## src/rtl/gbf_pkg.sv

```systemverilog
// Shared constants, types and command codes for the graph bridge finder.
`timescale 1ns / 1ps
`default_nettype none
package gbf_pkg;

   localparam int VERTICES = 32;
   localparam int VIDX_W   = $clog2(VERTICES);
   localparam int VPTR_W   = VIDX_W + 1;          // vertex index plus a "none"/end bit
   localparam int STAMP_W  = VIDX_W + 1;          // stamps run 1..VERTICES
   localparam int SCAN_W   = 2 * VIDX_W + 1;      // {done, parent, child}
   localparam int TDATA_W  = ((2 * VIDX_W + 7) / 8) * 8;

   typedef logic [VIDX_W-1:0]  vidx_type;
   typedef logic [VPTR_W-1:0]  vptr_type;
   typedef logic [STAMP_W-1:0] stamp_type;
   typedef logic [SCAN_W-1:0]  scan_type;

   localparam vptr_type PARENT_NONE = vptr_type'(1) << VIDX_W;

   typedef enum logic [3:0] {
      OP_NONE,
      OP_LOAD_A,
      OP_LOAD_B,
      OP_ROOT_SKIP,
      OP_ROOT_OPEN,
      OP_SCAN_SKIP,
      OP_SCAN_BACK,
      OP_DESCEND,
      OP_POP,
      OP_EMIT_SKIP,
      OP_EMIT_HOLD,
      OP_EMIT_SEND,
      OP_EMIT_LAST,
      OP_CLEAR
   } op_type;

   typedef enum logic [2:0] {
      ST_LOAD,
      ST_LOAD_B,
      ST_ROOT,
      ST_SCAN,
      ST_EMIT,
      ST_FLUSH,
      ST_CLEAR
   } state_type;

   typedef struct packed {
      op_type op;
      logic   emit_sel;   // steer the parent read port to the emission scan
   } cmd_type;

   typedef struct packed {
      logic edge_last;
      logic root_end;
      logic root_vis;
      logic n_end;
      logic adj_bit;
      logic nbr_vis;
      logic nbr_par;
      logic par_none;
      logic emit_end;
      logic emit_match;
      logic has_pend;
      logic out_free;
   } status_type;

endpackage
`default_nettype wire

```

## src/rtl/graph_bridge_finder.sv

```systemverilog
// Top level of the graph bridge finder: edge loader, depth-first bridge walk, result stream.
//
//   channel  dir  handshake            payload
//   req      in   req_tvalid/tready    tdata: end_a, end_b; tlast: final_edge
//   rsp      out  rsp_tvalid/tready    tdata: parent_vertex, child_vertex;
//                                      tuser: found; tlast: end_of_run
//
// Each edge word is written one matrix bit per cycle (row a, then row b).
// After the final edge the walk scans every row bit by bit, one neighbour per
// cycle; the result scan then walks all parent/child pairs, the flush state
// sends the last word and the clear state clears the store. req_tready is low
// from the final edge until then.
// Reset clears the matrix, visited and mark bits and parent table at once; no clearing pass is needed.
// A stalled rsp side only holds the result scan; a finished word waits in the
// output register while the next bridge is held in a one-word pending stage.
`timescale 1ns / 1ps
`default_nettype none
module graph_bridge_finder (
   input  wire         clock,
   input  wire         reset,
   input  wire         req_tvalid,
   output logic        req_tready,
   input  wire  [15:0] req_tdata,    // [4:0] end_a, [9:5] end_b, rest zero
   input  wire         req_tlast,    // final_edge
   output logic        rsp_tvalid,
   input  wire         rsp_tready,
   output logic [15:0] rsp_tdata,    // [4:0] parent_vertex, [9:5] child_vertex, rest zero
   output logic        rsp_tuser,    // found
   output logic        rsp_tlast     // end_of_run
);
   import gbf_pkg::*;

   cmd_type    cmd;
   status_type status;
   state_type  state;
   vidx_type   parent_vertex, child_vertex;

   gbf_ctrl u_ctrl (
      .clock      (clock),
      .reset      (reset),
      .req_tvalid (req_tvalid),
      .req_tready (req_tready),
      .status     (status),
      .cmd        (cmd),
      .state      (state)
   );

   gbf_dpath u_dpath (
      .clock         (clock),
      .reset         (reset),
      .end_a         (req_tdata[VIDX_W-1:0]),
      .end_b         (req_tdata[2*VIDX_W-1:VIDX_W]),
      .final_edge    (req_tlast),
      .cmd           (cmd),
      .status        (status),
      .rsp_tready    (rsp_tready),
      .rsp_tvalid    (rsp_tvalid),
      .parent_vertex (parent_vertex),
      .child_vertex  (child_vertex),
      .found         (rsp_tuser),
      .end_of_run    (rsp_tlast)
   );

   // zero padding above the two vertex fields
   assign rsp_tdata = TDATA_W'({child_vertex, parent_vertex});

`ifndef ASSERT_OFF
   // a no-bridge word is always the only and last word of its graph
   a_nobridge_last: assert property (@(posedge clock) disable iff (reset)
      rsp_tvalid && !rsp_tuser |-> rsp_tlast)
      else $error("no-bridge word without end_of_run");

   // a bridge never joins a vertex to itself
   a_bridge_distinct: assert property (@(posedge clock) disable iff (reset)
      rsp_tvalid && rsp_tuser |-> rsp_tdata[4:0] != rsp_tdata[9:5])
      else $error("bridge with equal endpoints");

   // the final edge stops intake until the graph is done
   a_final_blocks: assert property (@(posedge clock) disable iff (reset)
      req_tvalid && req_tready && req_tlast |=> !req_tready)
      else $error("intake open right after final edge");

   // intake only while no walk or result scan is under way
   a_ready_idle: assert property (@(posedge clock) disable iff (reset)
      req_tready |-> state == ST_LOAD && !status.has_pend)
      else $error("intake during walk");
`endif

endmodule
`default_nettype wire

```

## src/rtl/gbf_ctrl.sv

```systemverilog
// Controller state machine for the graph bridge finder.
`timescale 1ns / 1ps
`default_nettype none
module gbf_ctrl (
   input  wire                  clock,
   input  wire                  reset,
   input  wire                  req_tvalid,
   output logic                 req_tready,
   input  gbf_pkg::status_type  status,
   output gbf_pkg::cmd_type     cmd,
   output gbf_pkg::state_type   state
);
   import gbf_pkg::*;

   state_type state_ff, state_in;

   always_ff @(posedge clock) begin
      if (reset) begin
         state_ff <= ST_LOAD;
      end else begin
         state_ff <= state_in;
      end
   end

   always_comb begin
      state_in     = state_ff;
      cmd.op       = OP_NONE;
      cmd.emit_sel = 1'b0;
      req_tready   = 1'b0;
      unique case (state_ff)
         ST_LOAD: begin
            req_tready = 1'b1;
            if (req_tvalid) begin
               cmd.op   = OP_LOAD_A;
               state_in = ST_LOAD_B;
            end
         end
         ST_LOAD_B: begin
            cmd.op   = OP_LOAD_B;
            state_in = status.edge_last ? ST_ROOT : ST_LOAD;
         end
         ST_ROOT: begin
            if (status.root_end) begin
               state_in = ST_EMIT;
            end else if (status.root_vis) begin
               cmd.op = OP_ROOT_SKIP;
            end else begin
               cmd.op   = OP_ROOT_OPEN;
               state_in = ST_SCAN;
            end
         end
         ST_SCAN: begin
            if (status.n_end) begin
               if (status.par_none) begin
                  state_in = ST_ROOT;
               end else begin
                  cmd.op = OP_POP;
               end
            end else if (!status.adj_bit) begin
               cmd.op = OP_SCAN_SKIP;
            end else if (!status.nbr_vis) begin
               cmd.op = OP_DESCEND;
            end else if (!status.nbr_par) begin
               cmd.op = OP_SCAN_BACK;
            end else begin
               cmd.op = OP_SCAN_SKIP;
            end
         end
         ST_EMIT: begin
            cmd.emit_sel = 1'b1;
            if (status.emit_end) begin
               state_in = ST_FLUSH;
            end else if (!status.emit_match) begin
               cmd.op = OP_EMIT_SKIP;
            end else if (!status.has_pend) begin
               cmd.op = OP_EMIT_HOLD;
            end else if (status.out_free) begin
               cmd.op = OP_EMIT_SEND;
            end
         end
         ST_FLUSH: begin
            if (status.out_free) begin
               cmd.op   = OP_EMIT_LAST;
               state_in = ST_CLEAR;
            end
         end
         ST_CLEAR: begin
            cmd.op   = OP_CLEAR;
            state_in = ST_LOAD;
         end
         default: begin
            state_in = ST_LOAD;
         end
      endcase
   end

   assign state = state_ff;

endmodule
`default_nettype wire

```

## src/rtl/gbf_dpath.sv

```systemverilog
// Datapath: adjacency matrix, walk registers, per-vertex tables and result register.
`timescale 1ns / 1ps
`default_nettype none
module gbf_dpath (
   input  wire                          clock,
   input  wire                          reset,
   input  wire [gbf_pkg::VIDX_W-1:0]    end_a,
   input  wire [gbf_pkg::VIDX_W-1:0]    end_b,
   input  wire                          final_edge,
   input  gbf_pkg::cmd_type             cmd,
   output gbf_pkg::status_type          status,
   input  wire                          rsp_tready,
   output logic                         rsp_tvalid,
   output logic [gbf_pkg::VIDX_W-1:0]   parent_vertex,
   output logic [gbf_pkg::VIDX_W-1:0]   child_vertex,
   output logic                         found,
   output logic                         end_of_run
);
   import gbf_pkg::*;

   logic [VERTICES-1:0] adj_ff [VERTICES];
   logic [VERTICES-1:0] visited_ff;
   logic [VERTICES-1:0] mark_ff;
   vptr_type            parent_ff [VERTICES];
   stamp_type           disc_ff   [VERTICES];
   stamp_type           low_ff    [VERTICES];

   vidx_type  a_ff, b_ff;
   logic      last_ff;
   vidx_type  cur_v_ff;
   vptr_type  cur_n_ff;
   vptr_type  cur_par_ff;
   stamp_type cur_low_ff;
   stamp_type stamp_ff;
   vptr_type  root_ff;
   scan_type  scan_ff;
   logic      pend_ff;
   vidx_type  pend_p_ff, pend_c_ff;
   logic      valid_ff;
   vidx_type  out_p_ff, out_c_ff;
   logic      out_found_ff, out_eor_ff;

   vidx_type  nbr, par_v, scan_p, scan_c, par_addr, disc_addr;
   vptr_type  par_rd;
   stamp_type disc_rd, low_p, new_low, stamp_in;
   logic      out_free;

   assign nbr       = cur_n_ff[VIDX_W-1:0];
   assign par_v     = cur_par_ff[VIDX_W-1:0];
   assign scan_c    = scan_ff[VIDX_W-1:0];
   assign scan_p    = scan_ff[2*VIDX_W-1:VIDX_W];
   assign par_addr  = cmd.emit_sel ? scan_c : par_v;
   assign par_rd    = parent_ff[par_addr];
   assign disc_addr = (cmd.op == OP_POP) ? par_v : nbr;
   assign disc_rd   = disc_ff[disc_addr];
   assign low_p     = low_ff[par_v];
   assign new_low   = (cur_low_ff < low_p) ? cur_low_ff : low_p;
   assign stamp_in  = stamp_type'(stamp_ff + 1'b1);
   assign out_free  = !valid_ff || rsp_tready;

   always_comb begin
      status.edge_last  = last_ff;
      status.root_end   = root_ff[VIDX_W];
      status.root_vis   = visited_ff[root_ff[VIDX_W-1:0]];
      status.n_end      = cur_n_ff[VIDX_W];
      status.adj_bit    = adj_ff[cur_v_ff][nbr];
      status.nbr_vis    = visited_ff[nbr];
      status.nbr_par    = ({1'b0, nbr} == cur_par_ff);
      status.par_none   = cur_par_ff[VIDX_W];
      status.emit_end   = scan_ff[SCAN_W-1];
      status.emit_match = mark_ff[scan_c] && (par_rd == {1'b0, scan_p});
      status.has_pend   = pend_ff;
      status.out_free   = out_free;
   end

   // walk and table state
   always_ff @(posedge clock) begin
      if (reset || cmd.op == OP_CLEAR) begin
         for (int i = 0; i < VERTICES; i++) begin
            adj_ff[i]    <= '0;
            parent_ff[i] <= PARENT_NONE;
         end
         visited_ff <= '0;
         mark_ff    <= '0;
         stamp_ff   <= '0;
         root_ff    <= '0;
         scan_ff    <= '0;
         pend_ff    <= 1'b0;
         last_ff    <= 1'b0;
      end else begin
         case (cmd.op)
            OP_LOAD_A: begin
               a_ff             <= end_a;
               b_ff             <= end_b;
               last_ff          <= final_edge;
               adj_ff[end_a][end_b] <= 1'b1;
            end
            OP_LOAD_B: begin
               adj_ff[b_ff][a_ff] <= 1'b1;
            end
            OP_ROOT_SKIP: begin
               root_ff <= vptr_type'(root_ff + 1'b1);
            end
            OP_ROOT_OPEN: begin
               stamp_ff                          <= stamp_in;
               disc_ff[root_ff[VIDX_W-1:0]]      <= stamp_in;
               low_ff[root_ff[VIDX_W-1:0]]       <= stamp_in;
               visited_ff[root_ff[VIDX_W-1:0]]   <= 1'b1;
               cur_v_ff                          <= root_ff[VIDX_W-1:0];
               cur_n_ff                          <= '0;
               cur_low_ff                        <= stamp_in;
               cur_par_ff                        <= PARENT_NONE;
            end
            OP_SCAN_SKIP: begin
               cur_n_ff <= vptr_type'(cur_n_ff + 1'b1);
            end
            OP_SCAN_BACK: begin
               if (disc_rd < cur_low_ff) begin
                  cur_low_ff       <= disc_rd;
                  low_ff[cur_v_ff] <= disc_rd;
               end
               cur_n_ff <= vptr_type'(cur_n_ff + 1'b1);
            end
            OP_DESCEND: begin
               stamp_ff        <= stamp_in;
               disc_ff[nbr]    <= stamp_in;
               low_ff[nbr]     <= stamp_in;
               visited_ff[nbr] <= 1'b1;
               parent_ff[nbr]  <= {1'b0, cur_v_ff};
               cur_par_ff      <= {1'b0, cur_v_ff};
               cur_v_ff        <= nbr;
               cur_n_ff        <= '0;
               cur_low_ff      <= stamp_in;
            end
            OP_POP: begin
               // child finished: fold its low link into the parent, resume after it
               low_ff[par_v] <= new_low;
               if (cur_low_ff > disc_rd) begin
                  mark_ff[cur_v_ff] <= 1'b1;
               end
               cur_low_ff <= new_low;
               cur_par_ff <= par_rd;
               cur_v_ff   <= par_v;
               cur_n_ff   <= vptr_type'({1'b0, cur_v_ff} + 1'b1);
            end
            OP_EMIT_SKIP: begin
               scan_ff <= scan_type'(scan_ff + 1'b1);
            end
            OP_EMIT_HOLD: begin
               pend_ff   <= 1'b1;
               pend_p_ff <= scan_p;
               pend_c_ff <= scan_c;
               scan_ff   <= scan_type'(scan_ff + 1'b1);
            end
            OP_EMIT_SEND: begin
               pend_p_ff <= scan_p;
               pend_c_ff <= scan_c;
               scan_ff   <= scan_type'(scan_ff + 1'b1);
            end
            OP_EMIT_LAST: begin
               pend_ff <= 1'b0;
            end
            default: begin
            end
         endcase
      end
   end

   // result register
   always_ff @(posedge clock) begin
      if (reset) begin
         valid_ff <= 1'b0;
      end else if (cmd.op == OP_EMIT_SEND || cmd.op == OP_EMIT_LAST) begin
         valid_ff <= 1'b1;
      end else if (rsp_tready) begin
         valid_ff <= 1'b0;
      end
   end

   always_ff @(posedge clock) begin
      if (cmd.op == OP_EMIT_SEND) begin
         out_p_ff     <= pend_p_ff;
         out_c_ff     <= pend_c_ff;
         out_found_ff <= 1'b1;
         out_eor_ff   <= 1'b0;
      end else if (cmd.op == OP_EMIT_LAST) begin
         out_p_ff     <= pend_ff ? pend_p_ff : '0;
         out_c_ff     <= pend_ff ? pend_c_ff : '0;
         out_found_ff <= pend_ff;
         out_eor_ff   <= 1'b1;
      end
   end

   assign rsp_tvalid    = valid_ff;
   assign parent_vertex = out_p_ff;
   assign child_vertex  = out_c_ff;
   assign found         = out_found_ff;
   assign end_of_run    = out_eor_ff;

endmodule
`default_nettype wire

```

## config.mk

```make
export PLATFORM = sky130hd
export DESIGN_NAME = graph_bridge_finder
export DESIGN_NICKNAME = d
export VERILOG_FILES = /design/src/rtl/gbf_pkg.sv /design/src/rtl/graph_bridge_finder.sv /design/src/rtl/gbf_ctrl.sv /design/src/rtl/gbf_dpath.sv
export SDC_FILE = /design/constraint.sdc
export NUM_CORES = 2
export LEC_CHECK = 0
export ABC_CLOCK_PERIOD_IN_PS = 12700
export BUFFER_PORTS_ARGS = -buffer_cell sky130_fd_sc_hd__buf_4
export CAP_MARGIN = 20
export CORE_MARGIN = 4
export CORE_UTILIZATION = 60
export DETAILED_ROUTE_END_ITERATION = 12
export PLACE_DENSITY = 0.76
export SYNTH_ARGS = -nofsm -noshare
export SYNTH_HDL_FRONTEND = slang
export SYNTH_HIERARCHICAL = 1
export SYNTH_SLANG_ARGS = --single-unit
export TNS_END_PERCENT = 100
```

## constraint.sdc

```tcl
create_clock -name clock -period 12.7 [get_ports clock]
set_input_delay 1.905 -clock clock [delete_from_list [all_inputs] [get_ports clock]]
set_output_delay 1.905 -clock clock [all_outputs]
set_load 0.02 [all_outputs]
```

==> key figures <==
Setup path
  – Crit path buf inv count: 5
  – Worst Setup SP: u_ctrl/state[2]$_SDFFE_PP0P_
  – Worst Path Arrival: between 10 and 15 ns
  – Worst EP required: about 13 ns
  – CP max-delay cell: nor2_1
  – Worst setup SP type: flop
  – Worst Path Max Fanout: 38
  – CP max stage delay: roughly 0.74 ns
  – WS Path Type: flop to flop
  – Critical Path End Type: flop
  – Worst path most repeated cell: buf_4
  – CP top delay family: simple AND/OR/NAND/NOR gates
  – Reg2reg start: u_ctrl/state[2]$_SDFFE_PP0P_

Synth
  – Top_reg_cell synth: dfxtp_1
  – Syn_area_per_cell: 11.2 sq um
  – Top cells by area, synth: dfxtp_1 32%, edfxtp_1 25%, mux4_2 13%
  – Share of synthesized flip-flops with an asynchronous set or reset: 0
  – Yosys cell types: 71
  – Register area share after synthesis: 0.574
  – Count leader, synth: nand2_1
  – Cell Area, Synth: about 70000 sq um
  – #FFs+latches synth: 1758
  – Dominant cell type by area after synthesis: dfxtp_1
  – Yosys top cell area share: 0.324
  – Syn. warnings: 6
  – EDFF count, synth: 597
  – Commonest cells post-synth: 1349 x nand2_1, 1161 x dfxtp_1, 1086 x o21ai_0
  – Mapped Cells: 6400

Pwr
  – Power Dens Cells: about 140 nW/um^2
  – Worst vdd ir: approximately 0.14 mV
  – Leakage: between 20 and 30 nW

Route
  – Drt drc: 0
  – Post-Route WL: 185000 um
  – Drt pass-1 iters: 8
  – Post-DR vias/cell: about 6.4
  – Via count: approximately 51000
  – Final ANT Viol Nets: 0
  – Drt wl/cell: ~23 um
  – Iteration-0 DRC Markers: about 5900

CTS
  – Post-CTS sizing: 0
  – Post-CTS Setup Inserts: 0
  – Root buf cell: clkbuf_16
  – CTS Buffer Depth: 3
  – Num CTS Buffers: around 170
  – Total clock sinks: 1758
  – Clk pin slew, worst setup/hold paths: around 0.060 ns
  – H-tree depth: 4
  – CTS tree: done
  – Cts hold-fix bufs: 0
  – Clk_lat worst skew: around 0.8 ns

STA
  – TNS Setup: 0 ns
  – RSZ-0062 raised after global routing: false
  – Worst slew pin tran: about 1.3 ns
  – Endpoints failing hold: 0
  – Clock Skew: 0.0287 ns
  – Max-Slew Margin vs Limit: 0.152
  – Crit path time final: between 10 and 15 ns
  – Max Clock Freq: ~89 MHz
  – Period utilisation layout: 0.882
  – Pins Over Slew Limit: 0
  – Final setup fails: 0

Layout
  – Filler Cells Inserted: about 8400
  – Area Overhead vs Synth: 10.7%
  – Fin area: roughly 80000 sq um
  – Layout cells sized above 1: 0.153
  – Nets: 6261

Placed design
  – Port buffer count: 28
  – Post-DP Area: between 70000 and 80000 sq um
  – Final HPWL from detailed placement: ~110000 um
  – GPL Wtd Cong: between 0.8 and 0.9

Die
  – Starting Density: 0.605
  – Die ar.: ~130000 sq um
  – # IOs: 41
  – Rows: about 130
  – Core region area: about 120000 sq um
  – Die Ht: 354 um
  – Die width: roughly 350 um

Global route
  – M2 GR Usage: 0.480
  – M3 GR Usage: 0.0511
  – Initial antenna violation count: 5
  – Number of global-route vias before repair: between 40000 and 50000
  – Largest net degree at the start of global routing: 250
  – Global routing's busiest layer: met2
  – First-pass GRT wire length: about 280000 um
  – Total GRT Usage: 0.290
  – Grt total ovfl: 0
  – Met1 usage: 0.380

Outcome
  – Status: finished, final reports clean

Min path
  – Hold crit path type: flop to flop
  – Min-delay src: u_dpath/parent_ff[13][5]$_SDFFE_PP0N_

Run
  – Maxcap violations: 0
-- where the power goes --
group | internal (mW) | switching, mW | total (mW)
clock network | 3.04 | 2.16 | 5.20
logic | 0.0778 | 0.223 | 0.300
registers | 5.81 | 0.0212 | 5.83
total | 8.93 | 2.40 | 11.3
-- per-stage QoR --
stage / instances / power, mW / hold slack (ns) / util / setup slack (ns)
floorplan: 6405 / 6.15 / 0.406 / - / 3.87
CTS: 7949 / 11.4 / 0.441 / 0.667 / 1.62
global route: 7968 / 11.6 / 0.455 / 0.671 / 0.770
finish: 7970 / 11.3 / 0.440 / 0.671 / 1.50
detailed placement: 7629 / 6.24 / 0.431 / 0.618 / 1.77
global placement: 7628 / 6.24 / 0.426 / 0.618 / 1.92
-- worst min-delay path, delay by kind of cell (launching register included) --
| kind | cells | cell delay, ns |
|---|---|---|
| simple gates | 2 | 0.09 |
| flops | 1 | 0.31 |
-- layer usage --
metal,share of wire,up-vias
li1,-,22700
met1,0.39,25000
met2,0.48,2450
met3,0.087,547
met4,0.042,6
met5,0.00021,-
-- cells by family (layout without fill, tap and decap cells) --
group / Yosys count / after routing / synth area share
AND/OR/NAND/NOR: 1973 / 1973 / 0.117
XOR/XNOR: 32 / 32 / 0.00391
adder cells (fa/ha/maj): 18 / 18 / 0.00314
AO/OA/AOI/OAI: 1444 / 1444 / 0.112
flip-flops: 1758 / 1758 / 0.574
other: 1 / 8 / 0.0000523
multiplexers: 582 / 582 / 0.156
buffers and inverters: 592 / 555 / 0.0335
-- flip-flops by register name (all words and copies together) (netlist names), 3 cells and up, named ones only --
name	cells
u_dpath/stamp_ff	6
u_dpath/scan_ff	11
u_dpath/cur_par_ff	6
u_dpath/a_ff	5
u_dpath/root_ff	6
u_dpath/visited_ff	32
u_dpath/parent_ff	192
u_dpath/pend_p_ff	5
u_dpath/cur_v_ff	5
u_ctrl/state	3
u_dpath/cur_low_ff	6
u_dpath/parent_vertex	5
u_dpath/adj_ff	1024
u_dpath/disc_ff	192
u_dpath/cur_n_ff	6
u_dpath/pend_c_ff	5
u_dpath/mark_ff	32
u_dpath/child_vertex	5
u_dpath/b_ff	5
u_dpath/low_ff	192
-- area by class of cell --
| type | count | area, sq um | area share |
|---|---|---|---|
| repair buffers | 207 | 1950 | 0.0246 |
| multi-input cells | 4055 | 28300 | 0.357 |
| diodes | 2 | 5.00 | 0.0000630 |
| clock buffers | 250 | 5010 | 0.0631 |
| well taps | 1600 | 2000 | 0.0252 |
| flip-flops and latches | 1758 | 41200 | 0.519 |
| inverters | 28 | 105 | 0.00132 |
| clock inverters | 70 | 817 | 0.0103 |
-- layout by cell type, fill, tap and decap left out, types with 10 or more instances in the layout --
cell type | Yosys | layout
nand2_1 | 1349 | 1348
dfxtp_1 | 1161 | 1155
o21ai_0 | 1086 | 1085
edfxtp_1 | 597 | 597
mux4_2 | 429 | 429
nor2_1 | 185 | 183
buf_4 | 28 | 177
clkbuf_16 | 0 | 175
mux2i_1 | 133 | 127
and2_1 | 106 | 106
a21oi_1 | 103 | 97
nor3_1 | 82 | 82
nand3_1 | 80 | 80
clkbuf_1 | 464 | 40
clkbuf_8 | 0 | 35
a22oi_1 | 38 | 35
nor4_1 | 35 | 35
a22o_1 | 34 | 34
nor2b_1 | 32 | 30
clkinv_2 | 0 | 28
inv_1 | 27 | 27
o221ai_1 | 26 | 26
nand4_1 | 21 | 21
o22a_1 | 21 | 21
nand2b_1 | 19 | 19
a211oi_1 | 19 | 19
mux2_2 | 20 | 19
ha_1 | 18 | 18
a31oi_1 | 19 | 17
xor2_1 | 19 | 17
bufinv_16 | 0 | 14
nand3b_1 | 14 | 14
or3_1 | 14 | 14
a221oi_1 | 14 | 14
o211ai_1 | 12 | 12
buf_12 | 0 | 12
o22ai_1 | 11 | 11
xnor2_1 | 13 | 11
clkinv_1 | 0 | 10
and3_1 | 10 | 10
-- worst paths after layout --
path | cells past startpoint | slack (ns) | end
setup / recovery | 31 | 1.50 | u_dpath/low_ff[30][3]$_DFFE_PP_
hold / removal | 2 | 0.44 | u_dpath/parent_ff[13][5]$_SDFFE_PP0N_
setup reg to reg | 31 | 1.50 | u_dpath/low_ff[30][3]$_DFFE_PP_
hold reg to reg | 2 | 0.44 | u_dpath/parent_ff[13][5]$_SDFFE_PP0N_
Power figures use the tool's default switching activity.
